$ cat config.mk
export PLATFORM = sky130hd
export DESIGN_NAME = dtyp_prep
export DESIGN_NICKNAME = d
export VERILOG_FILES = /design/src/rtl/dtyp_pkg.sv /design/src/rtl/dtyp_prep.sv
export SDC_FILE = /design/constraint.sdc
export NUM_CORES = 1
export LEC_CHECK = 0
export ABC_AREA = 1
export BUFFER_PORTS_ARGS = -buffer_cell sky130_fd_sc_hd__buf_4
export CAP_MARGIN = 20
export CORE_MARGIN = 1.5
export CORE_UTILIZATION = 64
export CTS_CLUSTER_DIAMETER = 50
export DETAILED_ROUTE_END_ITERATION = 7
export GPL_TIMING_DRIVEN = 0
export PLACE_DENSITY_LB_ADDON = 0.05
export SYNTH_ARGS = -nofsm -noshare
export SYNTH_HDL_FRONTEND = slang
export SYNTH_SLANG_ARGS = --single-unit
$ cat constraint.sdc
create_clock -name clk -period 10.1 [get_ports clk]
set_clock_uncertainty 0.15 [all_clocks]
set_input_delay 0.505 -clock clk [delete_from_list [all_inputs] [get_ports clk]]
set_output_delay 0.505 -clock clk [all_outputs]
set_load 0.01 [all_outputs]
$ cat src/rtl/dtyp_pkg.sv
`timescale 1ns / 1ps
`default_nettype none
// ----------------------------------------------------------------------------
// dtyp_pkg
// Shared types, constants and helpers for the direction to yaw/pitch core.
// ----------------------------------------------------------------------------
package dtyp_pkg;

  // angle accumulator: signed, 1/65536 degree
  localparam int ANG_W = 26;

  // result field widths
  localparam int YAW_W      = 17;
  localparam int PITCH_W    = 18;
  localparam int OUT_DATA_W = 8 * ((YAW_W + PITCH_W + 7) / 8);
  localparam int OUT_PAD_W  = OUT_DATA_W - YAW_W - PITCH_W;

  // coordinate scaling: x and y by 2^24, z by the cordic gain in 24 fraction bits
  localparam int COORD_SHIFT = 24;
  localparam int KQ_W        = 26;
  localparam logic signed [KQ_W-1:0] KQ = 26'sd27628053;

  // angle constants in accumulator units
  localparam logic signed [ANG_W-1:0] HALF_TURN = 26'sd11796480;
  localparam logic signed [ANG_W-1:0] FULL_TURN = 26'sd23592960;
  localparam logic [ANG_W-1:0]        ROUND_BIAS = 26'd128;

  // output angle constants in 1/256 degree
  localparam logic [PITCH_W-1:0] OUT_TURN = 18'd92160;
  localparam logic [PITCH_W-1:0] DEG_90   = 18'd23040;
  localparam logic [PITCH_W-1:0] DEG_270  = 18'd69120;

  // atan(2^-i) in degrees times 65536, rounded
  localparam logic signed [ANG_W-1:0] ATAN_TAB [32] = '{
    26'sd2949120, 26'sd1740967, 26'sd919879, 26'sd466945,
    26'sd234379,  26'sd117304,  26'sd58666,  26'sd29335,
    26'sd14668,   26'sd7334,    26'sd3667,   26'sd1833,
    26'sd917,     26'sd458,     26'sd229,    26'sd115,
    26'sd57,      26'sd29,      26'sd14,     26'sd7,
    26'sd4,       26'sd2,       26'sd1,      26'sd0,
    26'sd0,       26'sd0,       26'sd0,      26'sd0,
    26'sd0,       26'sd0,       26'sd0,      26'sd0
  };

  // per-item flags that ride along the cell chain
  typedef struct packed {
    logic zero_xy;  // horizontal part is zero
    logic z_pos;    // z strictly positive
  } dtyp_flags_t;

  localparam int FLAGS_W = $bits(dtyp_flags_t);

  // fold into 0..360, round half up to 1/256 degree, full turn wraps to zero
  function automatic logic [YAW_W-1:0] round_angle(input logic signed [ANG_W-1:0] a);
    logic signed [ANG_W-1:0] a_wrap;
    logic [ANG_W-1:0]        biased;
    logic [ANG_W-9:0]        r;
    a_wrap = a[ANG_W-1] ? (a + FULL_TURN) : a;
    biased = $unsigned(a_wrap) + ROUND_BIAS;
    r      = biased[ANG_W-1:8];
    if (r >= OUT_TURN) begin
      r = '0;
    end
    return r[YAW_W-1:0];
  endfunction

endpackage
`default_nettype wire

$ cat src/rtl/dtyp_prep.sv
`timescale 1ns / 1ps
`default_nettype none
// ----------------------------------------------------------------------------
// dtyp_prep
// Input stage: scales the vector, folds x into the right half plane and
// flags the zero horizontal case and a strictly positive z.
// ----------------------------------------------------------------------------
module dtyp_prep #(
  parameter int CW = 24,
  parameter int W  = 53
) (
  input  wire                              clk,
  input  wire                              rst,
  input  wire                              en,
  input  wire                              in_valid,
  input  wire  signed [CW-1:0]             dir_x,
  input  wire  signed [CW-1:0]             dir_y,
  input  wire  signed [CW-1:0]             dir_z,
  output logic                             out_valid,
  output logic signed [W-1:0]              out_x,
  output logic signed [W-1:0]              out_y,
  output logic signed [dtyp_pkg::ANG_W-1:0] out_ang,
  output logic signed [W-1:0]              out_z,
  output dtyp_pkg::dtyp_flags_t            out_flags
);
  import dtyp_pkg::*;

  logic signed [W-1:0]       x_scaled;
  logic signed [W-1:0]       y_scaled;
  logic signed [CW+KQ_W-1:0] z_prod;
  logic                      x_neg;

  // scale x and y by 2^24, z by the gain constant
  always_comb begin
    x_scaled = W'(dir_x) <<< COORD_SHIFT;
    y_scaled = W'(dir_y) <<< COORD_SHIFT;
    z_prod   = dir_z * KQ;
    x_neg    = dir_x[CW-1];
  end

  // valid flag
  always_ff @(posedge clk) begin
    if (rst) begin
      out_valid <= 1'b0;
    end else if (en) begin
      out_valid <= in_valid;
    end
  end

  // payload
  always_ff @(posedge clk) begin
    if (en) begin
      out_x             <= x_neg ? -x_scaled : x_scaled;
      out_y             <= x_neg ? -y_scaled : y_scaled;
      out_ang           <= x_neg ? HALF_TURN : '0;
      out_z             <= W'(z_prod);
      out_flags.zero_xy <= (dir_x == '0) && (dir_y == '0);
      out_flags.z_pos   <= !dir_z[CW-1] && (dir_z != '0);
    end
  end

endmodule
`default_nettype wire

==> impl_metrics.py <==
metrics = {
    "run_status": {
        "outcome": "complete, no violations",
    },
    "clocking": {
        "h-tree-depth": 3,
        "clkTransAtPathRegs_ns": 0.08,
        "cts_hold_buf": 0,
        "clk_latency_ns": 0.35,
        "cts_sinks": 112,
        "cts_resized": 0,
        "post_cts_buffers": 0,
        "cts_tree": "built",
        "cts_root_buf": "clkbuf_16",
        "cts_buffer_depth": 2,
        "cts_buffers": 9,
    },
    "logic_synthesis": {
        "ys.warnings.count": 0,
        "ys_top_cells_by_area": "ha_1, fa_1, edfxtp_1",
        "syn_inst": 1956,
        "synth_cell_types": 38,
        "syn_area_per_cell_sq_um": 8.61,
        "synth-edff-count": 111,
        "ys_async_sr_fraction_pct": 0,
        "synthesis.area_sq_um": 16800,
        "synth_top_cell_area_share_pct": 21.5,
        "synth_largest_area_cell": "ha_1",
        "yosys_most_used_dff": "edfxtp_1",
        "ys_ff_latch": 112,
        "synth.yosys.seq_area_share_pct": 19.9,
    },
    "timing": {
        "hold_violations": 0,
        "fmax_mhz": 158,
        "period_share_pct": 62.6,
        "tns_ns": 0,
        "slew_violations": 0,
        "worst_pin_slew_ns": 0.587,
        "finalSetupViolCount": 0,
        "period_needed_ns": 6.32,
        "rsz0062_at_grt": "false",
        "slew_headroom_pct": 60.9,
    },
    "critical_path": {
        "cpMostUsedCell": "inv_1",
        "crit_path_top_delay_cell": "fa_1",
        "rrSetupSlack_ns": 9.34,
        "critical_path.top_delay_family": "adder cells",
        "reg2reg_to": "out_valid",
        "worstPathRequired_ns": 10.05,
        "end_kind": "register",
        "cp-start-kind": "primary input",
        "arrival_ns": 6.27,
        "path_max_fanout": 7,
        "r2r_cells": 2,
        "worstReg2RegStart": "out_valid",
        "crit_buf_inv": 10,
        "slowest_delay_ns": 0.55,
        "crit_type": "in2reg",
    },
    "die": {
        "rows": 59,
        "io_pins": 264,
        "dieArea_sq_um": 27300,
        "core_area_sq_um": 25900,
        "die_y_um": 165,
        "start_util_pct": 65.0,
        "die_w_um": 165,
    },
    "layout": {
        "syn2layout_area_growth_pct": 14.7,
        "drive_above_1_share_pct": 15.2,
        "nets": 2782,
        "num_antenna_cells": 0,
        "utilization_pct": 74.5,
    },
    "min_path": {
        "min_to": "out_valid",
        "min_delay_path_depth": 2,
        "hold_path_startpoint": "rst",
        "hold_class": "in2reg",
    },
    "routing": {
        "drc_errors": 0,
        "drt_first_pass_iters": 6,
        "routed_wl_mm": 41.7,
        "drtIter0Drc": 858,
        "via_count": 13017,
        "avgViaCountPerCell": 5.06,
        "antenna_left": 0,
        "routedWlPerCell_um": 16.2,
    },
    "place": {
        "dp_hpwl_mm": 36.7,
        "portBuffers": 193,
        "routabilityCongestion": 0.953,
    },
    "grt": {
        "grt_pass1_vias": 13046,
        "grt_use_total_pct": 31.3,
        "grt_max_degree": 72,
        "grt_antenna_before_repair": 0,
        "grt_pass1_wl_mm": 64.9,
        "grt_overflow": 0,
    },
    "flow_run": {
        "max-cap-violations": 0,
    },
}
routing by layer:
metal	vias up	global-route usage [%]	wire [um]
met5	-	0	0
met4	0	10.8	1320
li1	6332	-	-
met2	454	56.3	20700
met3	87	3.20	2420
met1	6144	39.2	17300
state kept, by name (all words and copies together), names as in the netlist:
signal	flops
out_ang	1
out_flags	2
out_valid	1
out_x	29
out_y	29
out_z	50
synthesized netlist by cell type (2+ instances only):
library cell / n
a31oi_1: 5
o21ai_1: 5
nand2_2: 10
inv_2: 3
clkbuf_1: 2
nor2_1: 102
nand3_2: 9
nor2_2: 16
xnor2_1: 19
nor3_1: 12
nor3_2: 2
ha_1: 290
xor2_1: 51
nand3b_1: 3
fa_1: 181
o21bai_1: 6
inv_1: 531
a21oi_1: 36
nand4_1: 12
nand3_1: 39
nor2_4: 6
nor4_1: 3
nand4_2: 2
buf_4: 76
o21ai_0: 9
nand2_1: 402
buf_2: 3
edfxtp_1: 111
worst max-delay path by stage:
stage                   start         to  slack (ns)  cells after the start
floorplan           dir_z[22]  out_z[33]        4.20                     24
global placement    dir_z[22]  out_z[49]        3.48                     28
detailed placement  dir_z[22]  out_z[49]        3.40                     28
CTS                 dir_z[22]  out_z[33]        3.76                     25
global route        dir_z[22]  out_z[41]        3.46                     26
finish              dir_z[22]  out_z[33]        3.78                     25
kinds of logic (layout without fill, tap and decap cells):
kind of cell	count (synthesis)	in the layout	share of synthesized area, %
DFF	112	112	19.9
buffers and inverters	616	826	15.4
AOI/OAI and AO/OA	65	65	2.12
muxes	1	1	0.0594
and+or+nand+nor	620	620	15.7
xor gates and xnor gates	70	70	3.64
other	1	75	0.0223
adders and majority gates	471	471	43.1
cell type report:
cell class                      instances  area, sq um
Multi-Input combinational cell       1302        11200
Fill cell                            1988         6600
Sequential cell                       112         3350
Inverter                              535         2010
Timing Repair Buffer                  194         1480
Buffer                                 81          593
Tap cell                              335          419
Clock buffer                            9          225
Clock inverter                          7         72.6
cell usage in the layout (no fill, tap or decap), types with 10 or more instances in the layout:
cell,n
nor2_2,16
xor2_1,51
xnor2_1,19
buf_4,269
ha_1,290
nand2_2,10
nor2_1,102
fa_1,181
conb_1,75
nand3_1,39
nand2_1,402
a21oi_1,36
nor3_1,12
edfxtp_1,111
nand4_1,12
inv_1,531
stage by stage:
stage / hold WS (ns) / instance area [sq um] / setup slack, ns / instances
global placement: 0.327 / 19000 / 3.48 / 2558
floorplan: 0.378 / 17100 / 4.20 / 2030
finish: 0.149 / 19300 / 3.78 / 2575
CTS: 0.144 / 19300 / 3.76 / 2575
detailed placement: 0.354 / 19000 / 3.40 / 2559
global route: 0.151 / 19300 / 3.46 / 2575
Power is not shown: default switching activity piles up to over one toggle a cycle in this logic, so the estimate is an artifact.
