**src/rtl/dtyp_pkg.sv**
```systemverilog
`timescale 1ns / 1ps
`default_nettype none
// ----------------------------------------------------------------------------
// dtyp_pkg
// Shared types, constants and helpers for the direction to yaw/pitch core.
// ----------------------------------------------------------------------------
package dtyp_pkg;

  // angle accumulator: signed, 1/65536 degree
  localparam int ANG_W = 26;

  // result field widths
  localparam int YAW_W      = 17;
  localparam int PITCH_W    = 18;
  localparam int OUT_DATA_W = 8 * ((YAW_W + PITCH_W + 7) / 8);
  localparam int OUT_PAD_W  = OUT_DATA_W - YAW_W - PITCH_W;

  // coordinate scaling: x and y by 2^24, z by the cordic gain in 24 fraction bits
  localparam int COORD_SHIFT = 24;
  localparam int KQ_W        = 26;
  localparam logic signed [KQ_W-1:0] KQ = 26'sd27628053;

  // angle constants in accumulator units
  localparam logic signed [ANG_W-1:0] HALF_TURN = 26'sd11796480;
  localparam logic signed [ANG_W-1:0] FULL_TURN = 26'sd23592960;
  localparam logic [ANG_W-1:0]        ROUND_BIAS = 26'd128;

  // output angle constants in 1/256 degree
  localparam logic [PITCH_W-1:0] OUT_TURN = 18'd92160;
  localparam logic [PITCH_W-1:0] DEG_90   = 18'd23040;
  localparam logic [PITCH_W-1:0] DEG_270  = 18'd69120;

  // atan(2^-i) in degrees times 65536, rounded
  localparam logic signed [ANG_W-1:0] ATAN_TAB [32] = '{
    26'sd2949120, 26'sd1740967, 26'sd919879, 26'sd466945,
    26'sd234379,  26'sd117304,  26'sd58666,  26'sd29335,
    26'sd14668,   26'sd7334,    26'sd3667,   26'sd1833,
    26'sd917,     26'sd458,     26'sd229,    26'sd115,
    26'sd57,      26'sd29,      26'sd14,     26'sd7,
    26'sd4,       26'sd2,       26'sd1,      26'sd0,
    26'sd0,       26'sd0,       26'sd0,      26'sd0,
    26'sd0,       26'sd0,       26'sd0,      26'sd0
  };

  // per-item flags that ride along the cell chain
  typedef struct packed {
    logic zero_xy;  // horizontal part is zero
    logic z_pos;    // z strictly positive
  } dtyp_flags_t;

  localparam int FLAGS_W = $bits(dtyp_flags_t);

  // fold into 0..360, round half up to 1/256 degree, full turn wraps to zero
  function automatic logic [YAW_W-1:0] round_angle(input logic signed [ANG_W-1:0] a);
    logic signed [ANG_W-1:0] a_wrap;
    logic [ANG_W-1:0]        biased;
    logic [ANG_W-9:0]        r;
    a_wrap = a[ANG_W-1] ? (a + FULL_TURN) : a;
    biased = $unsigned(a_wrap) + ROUND_BIAS;
    r      = biased[ANG_W-1:8];
    if (r >= OUT_TURN) begin
      r = '0;
    end
    return r[YAW_W-1:0];
  endfunction

endpackage
`default_nettype wire

```
**src/rtl/dtyp_cell.sv**
```systemverilog
`timescale 1ns / 1ps
`default_nettype none
// ----------------------------------------------------------------------------
// dtyp_cell
// One cordic vectoring iteration with a fixed shift, registered, passing
// side data to the next cell unchanged.
// ----------------------------------------------------------------------------
module dtyp_cell #(
  parameter int W     = 53,
  parameter int SW    = 8,
  parameter int SHIFT = 0
) (
  input  wire                               clk,
  input  wire                               rst,
  input  wire                               en,
  input  wire                               in_valid,
  input  wire  signed [W-1:0]               in_x,
  input  wire  signed [W-1:0]               in_y,
  input  wire  signed [dtyp_pkg::ANG_W-1:0] in_ang,
  input  wire         [SW-1:0]              in_side,
  output logic                              out_valid,
  output logic signed [W-1:0]               out_x,
  output logic signed [W-1:0]               out_y,
  output logic signed [dtyp_pkg::ANG_W-1:0] out_ang,
  output logic        [SW-1:0]              out_side
);
  import dtyp_pkg::*;

  localparam logic signed [ANG_W-1:0] STEP = ATAN_TAB[SHIFT];

  logic signed [W-1:0]     xs;
  logic signed [W-1:0]     ys;
  logic                    y_pos;
  logic signed [W-1:0]     x_next;
  logic signed [W-1:0]     y_next;
  logic signed [ANG_W-1:0] ang_next;

  // rotate toward y = 0, both updates from the old x and y
  always_comb begin
    xs    = in_x >>> SHIFT;
    ys    = in_y >>> SHIFT;
    y_pos = !in_y[W-1] && (in_y != '0);
    if (y_pos) begin
      x_next   = in_x + ys;
      y_next   = in_y - xs;
      ang_next = in_ang + STEP;
    end else begin
      x_next   = in_x - ys;
      y_next   = in_y + xs;
      ang_next = in_ang - STEP;
    end
  end

  // valid flag
  always_ff @(posedge clk) begin
    if (rst) begin
      out_valid <= 1'b0;
    end else if (en) begin
      out_valid <= in_valid;
    end
  end

  // payload
  always_ff @(posedge clk) begin
    if (en) begin
      out_x    <= x_next;
      out_y    <= y_next;
      out_ang  <= ang_next;
      out_side <= in_side;
    end
  end

endmodule
`default_nettype wire

```
**config.mk**
```make
export PLATFORM = sky130hd
export DESIGN_NAME = dtyp_cell
export DESIGN_NICKNAME = d
export VERILOG_FILES = /design/src/rtl/dtyp_pkg.sv /design/src/rtl/dtyp_cell.sv
export SDC_FILE = /design/constraint.sdc
export NUM_CORES = 1
export LEC_CHECK = 0
export ABC_AREA = 0
export BUFFER_PORTS_ARGS = -buffer_cell sky130_fd_sc_hd__buf_2
export CAP_MARGIN = 15
export CORE_ASPECT_RATIO = 1.5
export CORE_MARGIN = 4
export CORE_UTILIZATION = 50
export DETAILED_ROUTE_END_ITERATION = 16
export GPL_TIMING_DRIVEN = 0
export PLACE_DENSITY_LB_ADDON = 0.15
export SYNTH_ARGS = -nofsm -noshare
export SYNTH_HDL_FRONTEND = slang
export SYNTH_SLANG_ARGS = --single-unit
```
**constraint.sdc**
```tcl
create_clock -name clk -period 4.42 [get_ports clk]
set_input_delay 0.663 -clock clk [delete_from_list [all_inputs] [get_ports clk]]
set_output_delay 0.663 -clock clk [all_outputs]
set_load 0.03 [all_outputs]
```
==> impl_metrics.toml, run 1 <==
[outcome]
status = "completed"

[yosys]
synth_edf_count = 139
synth_top_area_share = 0.2922
async_flop_share = 0
avgSynthCellArea_um2 = 8.238
synthesis.instances = 1734
yosysMostFrequentCell = "a21oi_1"
synthDistinctLibCells = 76
synth_ff_type = "edfxtp_1"
ys_ff_latch = 140
synth_area_leaders = "edfxtp_1 29%, ha_1 14%, a21oi_1 8.8%"
synth.top_cells.by_count = "250 x a21oi_1, 170 x nor2_1, 164 x ha_1"
syn_area_um2 = 14280
yosys_warnings = 0
synth_top_area_cell = "edfxtp_1"
syn_nets = 2046
yosysSeqAreaShare = 0.2936

[routing]
first_pass_iters = 7
via_count = 15220
route.antenna.remaining_nets = 0
post-route-drc-count = 0
wl_per_cell_um = 25.22
viasPerCell = 6.351
drt-total-wl_um = 60440
drt_iter0_drc = 1266

[worst_setup_path]
critPathCaptureType = "flop"
path_cells = "buf_2, inv_1, ha_1, clkbuf_1, and4_1, nand3_1, a21oi_1, nor3b_2, o21ai_1, a21boi_0, o21ai_0, a21oi_1, mux2i_1, xnor2_1"
crit_fanout = 10
rrSetupSlack_ps = 3840
slowest_delay_ps = 540
reg2reg_to = "out_valid"
cp_slowest_cell = "o21ai_0"
crit_arrival_ps = 4590
critPathLaunch = "in_x[9]"
path_class = "primary input to flop"
worstPathRequired_ps = 4620
start_kind = "primary input"
rr_startpoint = "out_valid"
cp-endpoint = "out_y[33]"
crit_path_frequent_cell = "a21oi_1"
r2r_cells = 2

[power_and_ir_drop]
total_power_mw = 5.924
peakVddDrop_v = 0.0003060
p_leak_nw = 7.402
power_density_nw_per_um2 = 349.4

[die]
pin_count = 285
start_util = 0.5091
rows = 75
die-area_um2 = 31390
die_x_um = 146.0
die_h_um = 215.0
core-area_um2 = 28060

[timing]
finalCriticalPeriod_ps = 4390
whs_ps = 341.1
fin_ws_ps = 29.90
rsz0062_at_grt = "no"
slew_viol_final = 0
tightestPinTransition_ps = 1244
setup_violations = 0
tns_ps = 0
slew_headroom = 0.1705
hold_viol = 0
finalClockSkew_ps = 0
max_freq_ghz = 0.2278
finalCritPeriodShare = 0.9932

[grt]
grt_pass1_wl_um = 88590
grt_overflow = 0
grt_pass1_vias = 15090
grt_max_degree = 86
antenna_found_initial = 2
grt_usage = 0.3697

[final_layout]
area_delta_synth_final_pct = 18.68
num-fill-cells = 2556
post-route-util = 0.6042
regArea_um2 = 4194
multi_input_area_um2 = 9293
drive_gt1_frac = 0.1767
fin_nets = 2349

[clocking]
cts_sinks = 140
clk_pin_slew_ps = 70
clockBufferDepth = 2
postCtsHoldBufs = 0
post_cts_buffers = 0
htreeDepth = 4
clock_latency_ps = 460
cts_root_buffer = "clkbuf_16"
numCtsBuffers = 17
cts_tree = "built"

[placed_design]
gp_congestion = 1.051
place.port_buffers = 284
dpl.hpwl_um = 48790
post-place-ws_ps = -1326

[job]
cap_violations = 0

[hold_path]
whs_path_depth = 2
hold_start = "rst"
hp-class = "primary input to flop"
[sequential cells by signal, summed over array words and instances (netlist names)]
name	count
out_ang	26
out_y	52
out_side	8
out_x	53
out_valid	1
[through the flow]
step                      std cells  instance area (um^2)
final                          2396                 16950
after global routing           2396                 16950
after floorplan                1734                 14290
after global placement         2364                 16140
after detailed placement       2366                 16180
after CTS                      2396                 16870
[metal layers]
layer  up-vias  track usage  share of wire
met5         -            0        0.00012
met4         2       0.2690          0.088
met1      7123       0.3961           0.35
li1       6860            -              -
met3       272      0.06384          0.075
met2       961       0.6512           0.49
[kinds of logic after synthesis]
group,share of synthesized area
AND/OR/NAND/NOR,0.1433
multiplexers,0.02102
flip-flops,0.2936
buffers and inverters,0.06368
adder cells (fa/ha/maj),0.1493
AO/OA/AOI/OAI,0.2605
XOR/XNOR,0.06867
[worst min path at each step]
stage                            to
after global routing      out_valid
after CTS                 out_valid
final                     out_valid
after global placement    out_valid
after floorplan           out_valid
after detailed placement  out_valid
[report_power, final]
| part | switching, mW | internal, mW | leakage [nW] |
|---|---|---|---|
| registers | 0.0519 | 1.74 | 1.37 |
| clock network | 0.666 | 1.01 | 0.315 |
| logic | 1.71 | 0.746 | 5.72 |
| total | 2.43 | 3.50 | 7.40 |
[layout make-up]
type,instances,share of cell area
multi-input cells,1356,0.5481
flip-flops and latches,140,0.2474
repair buffers,286,0.08627
inverters,163,0.03609
well taps,346,0.02553
clock buffers,17,0.02509
plain buffers,73,0.01771
clock inverters,14,0.01365
diodes,1,0.0001476
[critical path, delay by kind of cell]
family	cells	cell delay, ps
buffers and inverters	3	530
AO/OA/AOI/OAI	5	1960
adder cells (fa/ha/maj)	1	280
AND/OR/NAND/NOR	3	810
multiplexers	1	230
XOR/XNOR	1	120
[layout by cell type, fill, tap and decap left out, types with 15 or more instances in the layout]
| master | count |
|---|---|
| a21o_1 | 34 |
| clkbuf_16 | 17 |
| nor4_1 | 15 |
| nor2_1 | 170 |
| a211oi_1 | 18 |
| edfxtp_1 | 139 |
| xnor2_1 | 105 |
| nor3_1 | 37 |
| o21bai_1 | 48 |
| buf_1 | 18 |
| buf_2 | 287 |
| mux2i_1 | 30 |
| ha_1 | 164 |
| clkbuf_1 | 45 |
| nand2b_1 | 16 |
| nand3_1 | 22 |
| nor2b_1 | 15 |
| nand4_1 | 33 |
| a21oi_1 | 248 |
| inv_1 | 159 |
| nand2_1 | 94 |
| o21ai_0 | 121 |
[what timing repair did]
item / 4_1_cts / 5_1_grt
resized for setup: 12 / 17
pin swaps: 0 / 1
setup endpoints to repair: 25 / 23
hold endpoints to repair: 0 / 0
Note: power is estimated with default switching activity, not from simulation.
==> inputs of run 2 (changes only) <==
- CAP_MARGIN: 15 -> unset
- CORE_UTILIZATION: 50 -> 57
==> impl_metrics.toml, run 2 (synthesis gave the netlist of run 1 again) <==
[power_and_ir_drop]
power_frac_clock = 0.267
internal_power_mw = 3.380
power_density_nw_per_um2 = 344.5
peakVddDrop_v = 0.0003373
p_comb_frac = 0.424
total_power_mw = 5.803
sw_frac_of_total = 0.4175
p_leak_nw = 7.384
p_switching_mw = 2.423
power.share.sequential = 0.309

[clocking]
cts_tree = "built"
clockBufferDepth = 2
cts_root_buffer = "clkbuf_16"
clock_latency_ps = 440
htreeDepth = 4
cts_sinks = 140
numCtsBuffers = 17
clk_pin_slew_ps = 70

[worst_setup_path]
cp_slowest_cell = "o21ai_1"
start_kind = "primary input"
worstPathRequired_ps = 4620
cp_top_family = "compound AO/OA/AOI/OAI gates"
crit_fanout = 10
path_buf_inv = 3
critPathCaptureType = "flop"
crit_arrival_ps = 4630
rrSetupSlack_ps = 3780
slowest_delay_ps = 530
path_class = "primary input to flop"
path_cells = "buf_2, inv_1, ha_1, clkbuf_1, and4_1, nand3_1, a21oi_1, nor3b_2, o21ai_1, a21boi_0, o21ai_1, a21oi_1, mux2i_1, xnor2_1"

[placed_design]
place.port_buffers = 284
dpl.hpwl_um = 47030
place_area_um2 = 16150
dp_cells = 2343
gp_congestion = 1.096

[routing]
viasPerCell = 6.521
route.antenna.remaining_nets = 0
post-route-drc-count = 0
wl_per_cell_um = 25.03
first_pass_iters = 6
via_count = 15490
drt-total-wl_um = 59440
drt_iter0_drc = 1596

[grt]
grt_pass1_wl_um = 86240
antenna_found_initial = 4
grt_usage = 0.4125
grt_max_degree = 86
grt_pass1_vias = 15280
grt_overflow = 0

[final_layout]
layout_common_cells = "287 x buf_2, 248 x a21oi_1, 170 x nor2_1"
drive_gt1_frac = 0.1728
final_cell_area_um2 = 16840
final_common_cell = "buf_2"
area_delta_synth_final_pct = 17.91
largest_register = "out_x"
largest_reg_flops = 53
reg_top3 = "out_x x53, out_y x52, out_ang x26"
fin_nets = 2349
fin_cells = 2375

[timing]
slew_viol_final = 0
hold_viol = 0
finalCriticalPeriod_ps = 4424
rsz0062_at_grt = "no"
finalCritPeriodShare = 1.001
max_freq_ghz = 0.2261
slew_headroom = 0.1166
tightestPinTransition_ps = 1325
fin_ws_ps = -3.714
finalClockSkew_ps = 0
setup_violations = 1

[die]
die_h_um = 201.9
die_x_um = 137.3
die-area_um2 = 27710
pin_count = 285
core-area_um2 = 24520
start_util = 0.5825
rows = 70

[outcome]
violations = "negative setup slack"
status = "finished with violations"

[job]
cap_violations = 0

[hold_path]
hp-class = "primary input to flop"
run 2: final timing paths:
check | start | end | cells after the start
worst max register to register | out_valid | out_valid | 2
worst min register to register | out_valid | out_valid | 2
worst min-delay path | rst | out_valid | 2
worst max-delay path | in_x[10] | out_y[33] | 14
run 2: what timing repair did:
item                                    CTS  global route
endpoints found under the setup margin   21            24
hold endpoints to repair                  0             0
buffers inserted                          0             1
resized for setup                        13             9
hold buffers                              0             0
pin swaps                                 0             2
run 2: power by group through the flow:
stage / Sequential (mW) / Combinational, mW / Clock (mW)
after floorplan: 2.24 / 1.13 / 0
after global placement: 1.81 / 2.32 / 0
after detailed placement: 1.82 / 2.36 / 0
after CTS: 1.79 / 2.38 / 1.54
after global routing: 1.81 / 2.58 / 1.61
final: 1.79 / 2.46 / 1.55
run 2: layer usage:
layer	part of all wire	wire (um)	global-route usage
met4	0.10	6144	0.3356
met1	0.33	19420	0.4291
met3	0.096	5734	0.08541
met2	0.47	28130	0.7016
met5	0.00022	13	0
run 2: stage by stage:
| step | setup TNS (ps) | hold slack, ps | utilization | setup WS (ps) |
|---|---|---|---|---|
| floorplan | 0 | 629.9 | - | 445.8 |
| global placement | -20640 | 465.5 | 0.6570 | -1068 |
| detailed placement | -22800 | 556.7 | 0.6584 | -1244 |
| CTS | 0 | 378.7 | 0.6852 | 26.08 |
| global route | 0 | 384.1 | 0.6867 | 38.83 |
| finish | -3.714 | 382.4 | 0.6868 | -3.714 |
run 2: cell type report:
type	count	area (um^2)
Clock inverter	14	181.4
Buffer	73	299.0
Timing Repair Buffer	286	1463
Antenna cell	2	5.005
Clock buffer	17	425.4
Multi-Input combinational cell	1356	9259
Tap cell	324	405.4
Sequential cell	140	4194
Fill cell	2041	7680
Inverter	163	611.8
==> inputs of run 3 (changes only) <==
- BUFFER_PORTS_ARGS: -buffer_cell sky130_fd_sc_hd__buf_2 -> unset
- CORE_UTILIZATION: 57 -> 65
- DONT_BUFFER_PORTS: unset -> 1
- GPL_TIMING_DRIVEN: 0 -> 1
==> impl_metrics.toml, run 3 (synthesis gave the netlist of run 1 again) <==
[outcome]
status = "completed"

[worst_setup_path]
worstPathRequired_ps = 4610
critPathCaptureType = "flop"
rrSetupSlack_ps = 3610
crit_arrival_ps = 4350
path_class = "primary input to flop"
start_kind = "primary input"
crit_fanout = 10
rr_startpoint = "out_valid"
reg2reg_to = "out_valid"
r2r_cells = 2

[timing]
setup_violations = 0
hold_viol = 0
finalClockSkew_ps = 0
finalCriticalPeriod_ps = 4158
rsz0062_at_grt = "no"
tightestPinTransition_ps = 984.5
slew_viol_final = 0
slew_headroom = 0.3367
finalCritPeriodShare = 0.9408
tns_ps = 0
max_freq_ghz = 0.2405

[hold_path]
hp-class = "primary input to flop"
hold_end = "out_valid"
hold_start = "rst"
whs_path_depth = 1

[clocking]
clk_pin_slew_ps = 60
postCtsHoldBufs = 0
cts_root_buffer = "clkbuf_16"
post_cts_buffers = 0
cts_sinks = 140
clock_latency_ps = 450
htreeDepth = 4
post_cts_resized = 0
clockBufferDepth = 2
numCtsBuffers = 17
cts_tree = "built"

[final_layout]
reg_top3 = "out_x x53, out_y x52, out_ang x26"
final_common_cell = "a21oi_1"
final_cell_area_um2 = 15390
fin_nets = 2052
fin_cells = 2025
area_delta_synth_final_pct = 7.717
post-route-util = 0.7112
largest_reg_flops = 53
drive_gt1_frac = 0.06446
layout_common_cells = "250 x a21oi_1, 170 x nor2_1, 164 x ha_1"
diodes = 0
largest_register = "out_x"

[power_and_ir_drop]
p_comb_frac = 0.313
total_power_mw = 5.465
power_frac_clock = 0.272
power.share.sequential = 0.415
p_switching_mw = 2.294
peakVddDrop_v = 0.0002975
p_leak_nw = 6.389
internal_power_mw = 3.171
power_density_nw_per_um2 = 355.2
sw_frac_of_total = 0.4198

[placed_design]
gp_congestion = 1.078
dp_cells = 1993
place_area_um2 = 14810
place.port_buffers = 0
dpl.hpwl_um = 42850

[die]
core-area_um2 = 21640
die_h_um = 189.6
rows = 66
pin_count = 285
die-area_um2 = 24460
die_x_um = 129.0
start_util = 0.6602

[grt]
grt_overflow = 0
grt_pass1_vias = 14170
antenna_found_initial = 2
grt_max_degree = 141
grt_pass1_wl_um = 81980
grt_usage = 0.4352

[job]
cap_violations = 0

[routing]
wl_per_cell_um = 26.91
viasPerCell = 7.143
first_pass_iters = 7
route.antenna.remaining_nets = 0
via_count = 14470
post-route-drc-count = 0
drt-total-wl_um = 54500
drt_iter0_drc = 2007
==> run 3: layout make-up <==
cell class	instances	area, um^2
Multi-Input combinational cell	1356	9184
Fill cell	1740	6248
Sequential cell	140	4194
Inverter	163	611.8
Timing Repair Buffer	62	478.0
Clock buffer	17	425.4
Tap cell	272	340.3
Clock inverter	15	153.9
==> run 3: metal layers <==
| layer | vias to the layer above | share of wire | track usage |
|---|---|---|---|
| met5 | - | 0.00024 | 0 |
| met4 | 2 | 0.086 | 0.2874 |
| met3 | 344 | 0.11 | 0.1053 |
| met2 | 1244 | 0.47 | 0.7238 |
| met1 | 6607 | 0.33 | 0.4895 |
| li1 | 6268 | - | - |
==> run 3: worst max-delay path: stages <==
cell and delay, ps:
inv_1 30, ha_1 470, buf_4 200, nand2_1 70
a211o_1 270, a31oi_1 370, a2111oi_2 140, buf_4 190
o21ai_0 430, a21oi_1 330, o21bai_1 420, a21oi_1 170
buf_4 170, a311oi_1 310, xnor2_1 120
==> run 3: metrics by stage <==
| stage | hold slack [ps] | worst slack (ps) |
|---|---|---|
| after floorplan | 629.9 | 445.8 |
| after global placement | 652.9 | 116.4 |
| after detailed placement | 677.6 | -34.84 |
| after CTS | 278.4 | 407.5 |
| after global routing | 278.6 | 189.2 |
| final | 284.0 | 261.5 |
==> run 3: power groups by stage <==
| stage | Clock (mW) | Sequential [mW] | Combinational, mW |
|---|---|---|---|
| detailed placement | 0 | 2.30 | 1.62 |
| global route | 1.53 | 2.28 | 1.82 |
| finish | 1.49 | 2.27 | 1.71 |
| floorplan | 0 | 2.24 | 1.13 |
| CTS | 1.48 | 2.27 | 1.64 |
| global placement | 0 | 2.29 | 1.60 |
==> run 3: how the worst max path moves through the flow <==
stage	start	endpoint	slack [ps]
after floorplan	in_y[45]	out_ang[25]	450
after global placement	in_x[4]	out_x[49]	120
after detailed placement	in_x[4]	out_x[49]	-30
after CTS	in_x[4]	out_x[49]	410
after global routing	in_x[4]	out_x[49]	190
final	in_x[4]	out_x[49]	260
