File: src/rtl/dtyp_pkg.sv
`timescale 1ns / 1ps
`default_nettype none
// ----------------------------------------------------------------------------
// dtyp_pkg
// Shared types, constants and helpers for the direction to yaw/pitch core.
// ----------------------------------------------------------------------------
package dtyp_pkg;

  // angle accumulator: signed, 1/65536 degree
  localparam int ANG_W = 26;

  // result field widths
  localparam int YAW_W      = 17;
  localparam int PITCH_W    = 18;
  localparam int OUT_DATA_W = 8 * ((YAW_W + PITCH_W + 7) / 8);
  localparam int OUT_PAD_W  = OUT_DATA_W - YAW_W - PITCH_W;

  // coordinate scaling: x and y by 2^24, z by the cordic gain in 24 fraction bits
  localparam int COORD_SHIFT = 24;
  localparam int KQ_W        = 26;
  localparam logic signed [KQ_W-1:0] KQ = 26'sd27628053;

  // angle constants in accumulator units
  localparam logic signed [ANG_W-1:0] HALF_TURN = 26'sd11796480;
  localparam logic signed [ANG_W-1:0] FULL_TURN = 26'sd23592960;
  localparam logic [ANG_W-1:0]        ROUND_BIAS = 26'd128;

  // output angle constants in 1/256 degree
  localparam logic [PITCH_W-1:0] OUT_TURN = 18'd92160;
  localparam logic [PITCH_W-1:0] DEG_90   = 18'd23040;
  localparam logic [PITCH_W-1:0] DEG_270  = 18'd69120;

  // atan(2^-i) in degrees times 65536, rounded
  localparam logic signed [ANG_W-1:0] ATAN_TAB [32] = '{
    26'sd2949120, 26'sd1740967, 26'sd919879, 26'sd466945,
    26'sd234379,  26'sd117304,  26'sd58666,  26'sd29335,
    26'sd14668,   26'sd7334,    26'sd3667,   26'sd1833,
    26'sd917,     26'sd458,     26'sd229,    26'sd115,
    26'sd57,      26'sd29,      26'sd14,     26'sd7,
    26'sd4,       26'sd2,       26'sd1,      26'sd0,
    26'sd0,       26'sd0,       26'sd0,      26'sd0,
    26'sd0,       26'sd0,       26'sd0,      26'sd0
  };

  // per-item flags that ride along the cell chain
  typedef struct packed {
    logic zero_xy;  // horizontal part is zero
    logic z_pos;    // z strictly positive
  } dtyp_flags_t;

  localparam int FLAGS_W = $bits(dtyp_flags_t);

  // fold into 0..360, round half up to 1/256 degree, full turn wraps to zero
  function automatic logic [YAW_W-1:0] round_angle(input logic signed [ANG_W-1:0] a);
    logic signed [ANG_W-1:0] a_wrap;
    logic [ANG_W-1:0]        biased;
    logic [ANG_W-9:0]        r;
    a_wrap = a[ANG_W-1] ? (a + FULL_TURN) : a;
    biased = $unsigned(a_wrap) + ROUND_BIAS;
    r      = biased[ANG_W-1:8];
    if (r >= OUT_TURN) begin
      r = '0;
    end
    return r[YAW_W-1:0];
  endfunction

endpackage
`default_nettype wire

File: src/rtl/dtyp_finish.sv
`timescale 1ns / 1ps
`default_nettype none
// ----------------------------------------------------------------------------
// dtyp_finish
// Output register: rounds both angles, applies the zero horizontal case and
// negates the pitch.
// ----------------------------------------------------------------------------
module dtyp_finish (
  input  wire                               clk,
  input  wire                               rst,
  input  wire                               en,
  input  wire                               in_valid,
  input  wire  signed [dtyp_pkg::ANG_W-1:0] yaw_ang,
  input  wire  signed [dtyp_pkg::ANG_W-1:0] pitch_ang,
  input  dtyp_pkg::dtyp_flags_t             flags,
  output logic                              out_valid,
  output logic        [dtyp_pkg::YAW_W-1:0] yaw_angle,
  output logic signed [dtyp_pkg::PITCH_W-1:0] neg_pitch_angle
);
  import dtyp_pkg::*;

  logic [YAW_W-1:0]   yaw_next;
  logic [PITCH_W-1:0] pitch_pos;

  // rounding and special case selection
  always_comb begin
    if (flags.zero_xy) begin
      yaw_next  = '0;
      pitch_pos = flags.z_pos ? DEG_90 : DEG_270;
    end else begin
      yaw_next  = round_angle(yaw_ang);
      pitch_pos = PITCH_W'(round_angle(pitch_ang));
    end
  end

  // valid flag
  always_ff @(posedge clk) begin
    if (rst) begin
      out_valid <= 1'b0;
    end else if (en) begin
      out_valid <= in_valid;
    end
  end

  // result register
  always_ff @(posedge clk) begin
    if (en) begin
      yaw_angle       <= yaw_next;
      neg_pitch_angle <= $signed(PITCH_W'(0) - pitch_pos);
    end
  end

endmodule
`default_nettype wire

File: config.mk
export PLATFORM = sky130hd
export DESIGN_NAME = dtyp_finish
export DESIGN_NICKNAME = d
export VERILOG_FILES = /design/src/rtl/dtyp_pkg.sv /design/src/rtl/dtyp_finish.sv
export SDC_FILE = /design/constraint.sdc
export NUM_CORES = 1
export LEC_CHECK = 0
export ABC_AREA = 0
export BUFFER_PORTS_ARGS = -buffer_cell sky130_fd_sc_hd__buf_2
export CORE_UTILIZATION = 37
export DETAILED_ROUTE_END_ITERATION = 8
export GPL_ROUTABILITY_DRIVEN = 0
export SYNTH_ARGS = -nofsm -noshare
export SYNTH_HDL_FRONTEND = slang
export SYNTH_SLANG_ARGS = --single-unit
File: constraint.sdc
create_clock -name clk -period 4.2 [get_ports clk]
set_input_delay 0.63 -clock clk [delete_from_list [all_inputs] [get_ports clk]]
set_output_delay 0.63 -clock clk [all_outputs]
set_load 0.01 [all_outputs]
==> results of run 1 <==
-- final cells by class --
class / count / area [sq um] / share of cell area
multi-input combinational: 293 / 2000 / 0.525
sequential: 36 / 1070 / 0.281
timing repair buffer: 90 / 478 / 0.125
clock buffer: 5 / 68.8 / 0.0181
tap: 105 / 131 / 0.0345
clock inverter: 3 / 13.8 / 0.00361
inverter: 13 / 48.8 / 0.0128
-- final timing paths --
path | startpoint | end | cells past startpoint
worst max-delay path | pitch_ang[19] | neg_pitch_angle[10] | 15
worst min-delay path | rst | out_valid | 2
worst max register to register | out_valid | out_valid | 2
worst min register to register | out_valid | out_valid | 2
-- power by group through the flow --
stage                     registers, mW  logic [mW]  clock network, mW
final                             0.451       0.329              0.230
after global routing              0.455       0.364              0.254
after CTS                         0.451       0.330              0.241
after detailed placement          0.459       0.328                  0
after global placement            0.458       0.325                  0
after floorplan                   0.481       0.187                  0
-- routing by layer --
metal / global-route usage / up-vias / share of wire
li1: - / 1494 / -
met1: 0.217 / 1347 / 0.47
met2: 0.265 / 103 / 0.46
met3: 0.0271 / 12 / 0.061
met4: 0.0543 / 0 / 0.017
met5: 0 / - / 0
-- flip-flops by register name, indices dropped and copies added, names as in the netlist --
| name | flops |
|---|---|
| yaw_angle | 17 |
| neg_pitch_angle | 18 |
| out_valid | 1 |
-- synthesized netlist by cell type, types with 5 or more instances --
cell type	count
mux2i_1	5
a21oi_1	11
nand4_1	9
edfxtp_1	35
nor4_1	5
and3_1	5
nor3_1	14
a31oi_1	7
xor2_1	20
xnor2_1	31
inv_1	13
nand2b_1	7
clkbuf_1	6
ha_1	5
o211ai_1	6
o21ai_0	11
nand2_1	29
nor2_1	42
buf_2	11
nand3_1	14
-- worst reg2reg max path, stage by stage, from the launching register on --
cell and delay (ns):
dfxtp_1 0.31, mux2i_1 0.12, nor2_1 0.05
-- per-stage QoR --
| stage | instances | power (mW) |
|---|---|---|
| floorplan | 360 | 0.668 |
| global placement | 537 | 0.783 |
| detailed placement | 537 | 0.788 |
| CTS | 545 | 1.02 |
| global route | 545 | 1.07 |
| finish | 545 | 1.01 |
-- cells by family (layout without fill, tap and decap cells) --
family	Yosys count	after routing	synth area share
buffers and inverters	31	111	0.0429
XOR/XNOR	52	52	0.144
AO/OA/AOI/OAI	79	79	0.188
adder cells (fa/ha/maj)	6	6	0.0230
multiplexers	6	6	0.0191
flip-flops	36	36	0.334
AND/OR/NAND/NOR	150	150	0.249
==> impl_metrics.yaml, run 1 <==
outcome:
  status: "finished, final reports clean"
layout:
  final_layout_size_suffix_gt1_frac: 0.261
  synth_to_layout_area_growth_pct: 18.8
  mostFrequentLayoutCell: "buf_2"
  layout.cells.most_common_list: "79 x buf_2, 42 x nor2_1, 35 x edfxtp_1"
  number_of_nets_at_the_end_of_the_flow: 502
  fin_area_sq_um: 3810
  fillerInstances: 827
  n_antenna_cell: 0
  layout.core_utilization: 0.459
synth:
  synth.top_cell.area_share: 0.327
  synth_area_leader_cell: "edfxtp_1"
  syn_inst: 360
  postSynthNetCount: 423
  yosys_warnings: 0
  synth_edf_count: 35
  post_synth_num_cell_types: 70
  synth-main-ff-cell: "edfxtp_1"
  synth.yosys.seq_area_share: 0.334
  synth_async_sr_flop_share: 0
  synthesis.area_per_instance_sq_um: 8.91
  synth.top_cells.by_area: "edfxtp_1 33%, xnor2_1 8.5%, xor2_1 5.5%"
  post_synth_instance_area_sq_um: 3210
  ys_seq_elements: 36
job:
  drv_cap: 0
global_route:
  antenna_found_initial: 0
  grt_max_degree: 37
  gr-total-overflow: 0
  global_route_wire_length_before_repair_um: 11800
  grt_usage: 0.163
  vias_in_the_first_global_route: 2598
route:
  drtIter0Drc: 97
  route.vias.total: 2956
  postRouteAntennaNets: 0
  drt_first_pass_iters: 4
  vias_per_cell: 5.42
  routedWlPerCell_um: 13.4
  finalWirelength_um: 7320
  drt_drc_violations_left: 0
timing:
  final.hold.worst_slack_ns: 0.491
  skew_ns: 0
  finalCritPeriodShare: 0.895
  finalWorstSetupSlack_ns: 0.441
  final_report_hold_violation_count: 0
  setup_viol: 0
  min_period_ns: 3.76
  fmax_mhz: 266
  transition_time_at_the_pin_with_the_least_slew_margin_ns: 0.789
  worst_slew_margin_rel: 0.474
  grt_setup_unrepaired: "false"
  slew_viol_final: 0
  finalSetupTns_ns: 0
pwr:
  power.net_switching_mw: 0.319
  share_of_total_power_consumed_by_net_switching: 0.316
  internal_power_mw: 0.690
  comb_power_share: 0.326
  peakVddDrop_mv: 0.121
  leakage_power_summed_over_all_cells_nw: 1.43
  power-per-cell-area_nw_per_um2: 265
  power.sequential.fraction: 0.447
  clockPowerShare: 0.228
clock_tree:
  cts-resized-gates: 0
  cts_htree_levels: 2
  cts.reportedPaths.clkPinSlew_ns: 0.07
  cts_inserted_buffers: 5
  tritoncts_num_sinks: 36
  cts_max_path_buffers: 2
  clock_latency_ns: 0.28
  tritoncts_clock_tree: "yes"
  postCtsSetupRepairBufs: 0
  cts.root.buffer_cell: "clkbuf_8"
  cts-hold-fix-buffers: 0
placed_design:
  detailed_place_hpwl_um: 5810
  io_buffers: 79
  pre_cts_slack_ns: 0.200
  dpl-instance-area_sq_um: 3730
die:
  horizontal_die_dimension_um: 95.1
  initial_utilization: 0.387
  core_area_sq_um: 8300
  fp.dieH_um: 95.1
  placement_rows: 33
  top_level_ports: 94
  die_area_sq_um: 9050
worst_setup_path:
  setup.worst_path.class: "in -> reg"
  critical_path_peak_fanout: 7
  r2r_slack_ns: 3.61
  timing.critical_path.to_type: "register"
  max_stage_delay_ns: 0.48
  critPathSlowestCell: "or4bb_1"
  critPathTopFamily: "simple AND/OR/NAND/NOR gates"
  worst_setup_path_start_kind: "input pin"
  critical_path_arrival_ns: 3.89
  crit_path_cell_trace: "buf_2 > ha_1 > or4bb_1 > and3_1 > nor2_2 > xnor2_1 > a31oi_1 > o21a_1 > and3_1 > inv_1 > ha_1 > nand2_1 > a222oi_1 > mux2i_1 > a21oi_1"
  cp_data_required_time_ns: 4.34
  critical_path_buffer_and_inverter_count: 2
min_path:
  hold_path.class: "in -> reg"
Power figures use the tool's default switching activity.
==> run 2, diff against run 1 <==
CTS_BUF_LIST = sky130_fd_sc_hd__clkbuf_8   (was not set)
PLACE_DENSITY = 0.57   (was not set)
==> run 2 against run 1 <==
  * Utilization is 0.57 points higher
  * Clock power is 33% higher
  * Non-clock buffer count is 2 higher
  * Sequential cell count stayed put
  * Wire length is 0.12% lower
  * Power is 7.7% higher
  * Fmax is 0.61% higher
  * Cell area is 1.2% higher
  * Via count is 0.44% higher
  * Clock-buffer cell count stayed put
  * Clock skew stayed put
==> impl_metrics.yaml, run 2 (synthesis gave the netlist of run 1 again) <==
global_route:
  grtUsageMet1: 0.217
  vias_in_the_first_global_route: 2692
  grt_max_degree: 37
  gr-total-overflow: 0
  global_route_wire_length_before_repair_um: 12100
  antenna_found_initial: 0
  gr-usage-met2: 0.284
  grt.met3_usage: 0.0223
  gr-max-usage-layer: "met2"
  grt_usage: 0.166
timing:
  fmax_mhz: 268
  slew_viol_final: 0
  transition_time_at_the_pin_with_the_least_slew_margin_ns: 0.821
  finalSetupTns_ns: 0
  grt_setup_unrepaired: "false"
  final_report_hold_violation_count: 0
  finalCritPeriodShare: 0.890
  min_period_ns: 3.74
  skew_ns: 0
  worst_slew_margin_rel: 0.453
  setup_viol: 0
layout:
  register_with_the_most_flip_flops: "neg_pitch_angle"
  max_reg_flops: 18
  reg_top3: "neg_pitch_angle: 18 flops, yaw_angle: 17 flops, out_valid: 1 flops"
  mostFrequentLayoutCell: "buf_2"
  synth_to_layout_area_growth_pct: 20.3
  layout.cells.most_common_list: "79 x buf_2, 42 x nor2_1, 35 x edfxtp_1"
  n_antenna_cell: 0
  fin_area_sq_um: 3860
  fillerInstances: 877
  final_layout_size_suffix_gt1_frac: 0.267
  number_of_nets_at_the_end_of_the_flow: 504
clock_tree:
  cts_htree_levels: 2
  cts.root.buffer_cell: "clkbuf_8"
  postCtsSetupRepairBufs: 0
  tritoncts_num_sinks: 36
  cts_inserted_buffers: 5
  clock_latency_ns: 0.28
  cts-hold-fix-buffers: 0
  tritoncts_clock_tree: "yes"
  cts.reportedPaths.clkPinSlew_ns: 0.08
  cts_max_path_buffers: 2
  cts-resized-gates: 0
worst_setup_path:
  max_stage_delay_ns: 0.47
  critPathSlowestCell: "or4bb_1"
  cp_data_required_time_ns: 4.34
  setup.worst_path.class: "in -> reg"
  critical_path_buffer_and_inverter_count: 2
  critical_path_peak_fanout: 7
  critical_path_arrival_ns: 3.88
  timing.critical_path.to_type: "register"
  crit_path_cell_trace: "buf_2 > ha_1 > or4bb_1 > and3_1 > nor2_2 > xnor2_1 > a31oi_1 > o21a_1 > and3_1 > inv_1 > ha_1 > nand2_1 > a222oi_1 > mux2i_1 > a21oi_1"
  critPathTopFamily: "simple AND/OR/NAND/NOR gates"
  worst_setup_path_start_kind: "input pin"
die:
  core_area_sq_um: 8300
  placement_rows: 33
  horizontal_die_dimension_um: 95.1
  fp.dieH_um: 95.1
  die_area_sq_um: 9050
  top_level_ports: 94
  initial_utilization: 0.387
route:
  vias_per_cell: 5.43
  drt_first_pass_iters: 4
  route.vias.total: 2969
  finalWirelength_um: 7310
  drtIter0Drc: 91
  routedWlPerCell_um: 13.4
  drt_drc_violations_left: 0
  postRouteAntennaNets: 0
min_path:
  hold_path.class: "in -> reg"
outcome:
  status: "finished, final reports clean"
pwr:
  peakVddDrop_mv: 0.121
  leakage_power_summed_over_all_cells_nw: 1.45
  fin_total_pwr_mw: 1.09
  power-per-cell-area_nw_per_um2: 281
placed_design:
  dpl-instance-area_sq_um: 3740
  io_buffers: 79
  detailed_place_hpwl_um: 5850
job:
  drv_cap: 0
==> run 2: cell count changes in the layout (fill, tap and decap cells not counted) <==
| cell | before | now |
|---|---|---|
| buf_4 | 11 | 13 |
| clkinv_2 | 2 | 0 |
| bufinv_16 | 0 | 1 |
| clkinv_1 | 1 | 0 |
| clkinvlp_4 | 0 | 1 |
| inv_6 | 0 | 1 |
==> run 2: report_power, final <==
part	internal (mW)	switching [mW]
registers	0.442	0.00877
clock network	0.179	0.129
logic	0.136	0.193
total	0.756	0.330
==> run 2: layout make-up <==
| class | instances | area, sq um | area share |
|---|---|---|---|
| clock buffers | 5 | 68.8 | 0.0178 |
| inverters | 13 | 48.8 | 0.0126 |
| clock inverters | 3 | 46.3 | 0.0120 |
| well taps | 105 | 131 | 0.0340 |
| repair buffers | 92 | 493 | 0.128 |
| flip-flops and latches | 36 | 1070 | 0.277 |
| multi-input cells | 293 | 2000 | 0.518 |
==> run 2: stage by stage <==
step | worst slack, ns | hold WS, ns | util | std cells
global placement | 0.201 | 0.467 | 0.451 | 539
detailed placement | 0.185 | 0.490 | 0.451 | 539
finish | 0.464 | 0.492 | 0.465 | 547
global route | 0.218 | 0.480 | 0.465 | 547
floorplan | 0.394 | 0.528 | - | 360
CTS | 0.468 | 0.484 | 0.465 | 547
==> run 2: final timing paths <==
kind	from	end	slack (ns)	cells after the start
min	rst	out_valid	0.49	2
min reg2reg	out_valid	out_valid	0.51	2
max	pitch_ang[19]	neg_pitch_angle[10]	0.46	15
max reg2reg	out_valid	out_valid	3.62	2
==> run 2: worst register-to-register path: cells and delay by family (launching register included) <==
family        cells  cell delay [ns]
mux               1             0.12
flops             1             0.32
simple gates      1             0.05
==> run 2: metal layers <==
layer  vias up  wire, um  share of wire
li1       1503         -              -
met5         -         0              0
met1      1375      3360           0.46
met2        84      3480           0.48
met4         0        90          0.012
met3         7       384          0.053
==> run 3, diff against run 2 <==
PLACE_DENSITY = 0.72   (was 0.57)
==> run 3 against run 2 <==
  * Global-route usage is 0.58 points higher
  * Hold slack lost 0.0016 ns
  * Highest routed layer unchanged
  * Non-clock buffer count down 2
  * Critical path type unchanged
  * Critical path depth did not move
  * Power fell by 4.9%
  * Fmax grew 2.5%
  * Cell area down 0.97%
  * Die area did not move
==> impl_metrics.yaml, run 3 (synthesis gave the netlist of run 1 again) <==
timing:
  finalCritPeriodShare: 0.868
  min_period_ns: 3.65
  transition_time_at_the_pin_with_the_least_slew_margin_ns: 0.779
  grt_setup_unrepaired: "false"
  finalSetupTns_ns: 0
  skew_ns: 0
  setup_viol: 0
  slew_viol_final: 0
  final_report_hold_violation_count: 0
  worst_slew_margin_rel: 0.481
  fmax_mhz: 274
worst_setup_path:
  critical_path_peak_fanout: 7
  r2r_end: "out_valid"
  worst_r2r_startpoint: "out_valid"
  timing.critical_path.to_type: "register"
  crit_path_cell_trace: "buf_2 > ha_1 > or4bb_1 > and3_1 > nor2_2 > xnor2_1 > a31oi_1 > o21a_1 > and3_1 > inv_1 > ha_1 > nand2_1 > a222oi_1 > mux2i_1 > a21oi_1"
  setup.worst_path.class: "in -> reg"
  r2r_slack_ns: 3.62
  critical_path_arrival_ns: 3.78
  max_stage_delay_ns: 0.47
  cp_data_required_time_ns: 4.33
  critPathSlowestCell: "or4bb_1"
  worst_setup_path_start_kind: "input pin"
  r2r_cells: 2
global_route:
  global_route_wire_length_before_repair_um: 12500
  gr-total-overflow: 0
  grt_usage: 0.172
  grt_max_degree: 37
  antenna_found_initial: 0
  vias_in_the_first_global_route: 2748
layout:
  synth_to_layout_area_growth_pct: 19.1
  fin_area_sq_um: 3820
  final_layout_size_suffix_gt1_frac: 0.264
  max_reg_flops: 18
  number_of_nets_at_the_end_of_the_flow: 502
  mostFrequentLayoutCell: "buf_2"
  register_with_the_most_flip_flops: "neg_pitch_angle"
  reg_top3: "neg_pitch_angle: 18 flops, yaw_angle: 17 flops, out_valid: 1 flops"
  layout.core_utilization: 0.461
  n_antenna_cell: 0
  layout.cells.most_common_list: "79 x buf_2, 42 x nor2_1, 35 x edfxtp_1"
route:
  postRouteAntennaNets: 0
  drt_first_pass_iters: 4
  drtIter0Drc: 95
  drt_drc_violations_left: 0
  finalWirelength_um: 7390
  vias_per_cell: 5.36
  routedWlPerCell_um: 13.6
  route.vias.total: 2921
placed_design:
  detailed_place_hpwl_um: 5830
  io_buffers: 79
  dpl-instance-area_sq_um: 3730
die:
  fp.dieH_um: 95.1
  initial_utilization: 0.387
  die_area_sq_um: 9050
  horizontal_die_dimension_um: 95.1
  core_area_sq_um: 8300
  placement_rows: 33
  top_level_ports: 94
clock_tree:
  tritoncts_clock_tree: "yes"
  cts-resized-gates: 0
  cts_htree_levels: 2
  cts.root.buffer_cell: "clkbuf_8"
  cts-hold-fix-buffers: 0
  tritoncts_num_sinks: 36
  clock_latency_ns: 0.28
  cts_max_path_buffers: 2
  postCtsSetupRepairBufs: 0
  cts_inserted_buffers: 5
  cts.reportedPaths.clkPinSlew_ns: 0.07
job:
  drv_cap: 0
pwr:
  power-per-cell-area_nw_per_um2: 270
  peakVddDrop_mv: 0.0942
  leakage_power_summed_over_all_cells_nw: 1.44
min_path:
  whs_endpoint: "out_valid"
  min_from: "rst"
  hold_path.class: "in -> reg"
  whs_path_depth: 2
outcome:
  status: "finished, final reports clean"
==> run 3: worst max path at each step <==
stage	start	to	cells after the start
3_5_place_dp	pitch_ang[19]	neg_pitch_angle[10]	15
4_1_cts	pitch_ang[19]	neg_pitch_angle[10]	15
2_1_floorplan	pitch_ang[7]	neg_pitch_angle[10]	16
5_1_grt	pitch_ang[19]	neg_pitch_angle[12]	14
3_3_place_gp	pitch_ang[19]	neg_pitch_angle[10]	15
6_report	pitch_ang[19]	neg_pitch_angle[10]	15
==> run 3: layout make-up <==
| type | count | area (sq um) |
|---|---|---|
| Fill cell | 822 | 4480 |
| Tap cell | 105 | 131 |
| Sequential cell | 36 | 1070 |
| Timing Repair Buffer | 90 | 478 |
| Multi-Input combinational cell | 293 | 2000 |
| Clock buffer | 6 | 82.6 |
| Clock inverter | 2 | 10.0 |
| Inverter | 13 | 48.8 |
==> run 3: power by group <==
part           total (mW)  switching, mW  leakage [nW]  internal, mW
Clock               0.252          0.121        0.0510         0.131
Sequential          0.451        0.00929         0.346         0.442
Combinational       0.330          0.193          1.04         0.137
Total                1.03          0.324          1.44         0.709
==> run 3: worst max-delay path: cells and delay by family <==
kind	cells	cell delay, ns
xor gates and xnor gates	1	0.21
AOI/OAI and AO/OA	4	0.98
and+or+nand+nor	5	1.10
adders and majority gates	2	0.51
buffers and inverters	2	0.20
muxes	1	0.13
==> run 3: metal layers <==
layer / GRT usage / vias up / share of wire / wire length, um
met5: 0 / - / 0 / 0
met2: 0.302 / 82 / 0.48 / 3540
met3: 0.0279 / 6 / 0.060 / 442
met1: 0.217 / 1339 / 0.45 / 3340
li1: - / 1494 / - / -
met4: 0.0442 / 0 / 0.0077 / 57
==> run 3: per-stage QoR <==
| step | std cells | hold slack, ns | setup slack, ns | power, mW |
|---|---|---|---|---|
| finish | 545 | 0.490 | 0.554 | 1.03 |
| global route | 545 | 0.483 | 0.213 | 1.10 |
| CTS | 545 | 0.482 | 0.525 | 1.04 |
| detailed placement | 537 | 0.482 | 0.238 | 0.790 |
| global placement | 537 | 0.469 | 0.248 | 0.782 |
| floorplan | 360 | 0.528 | 0.394 | 0.668 |
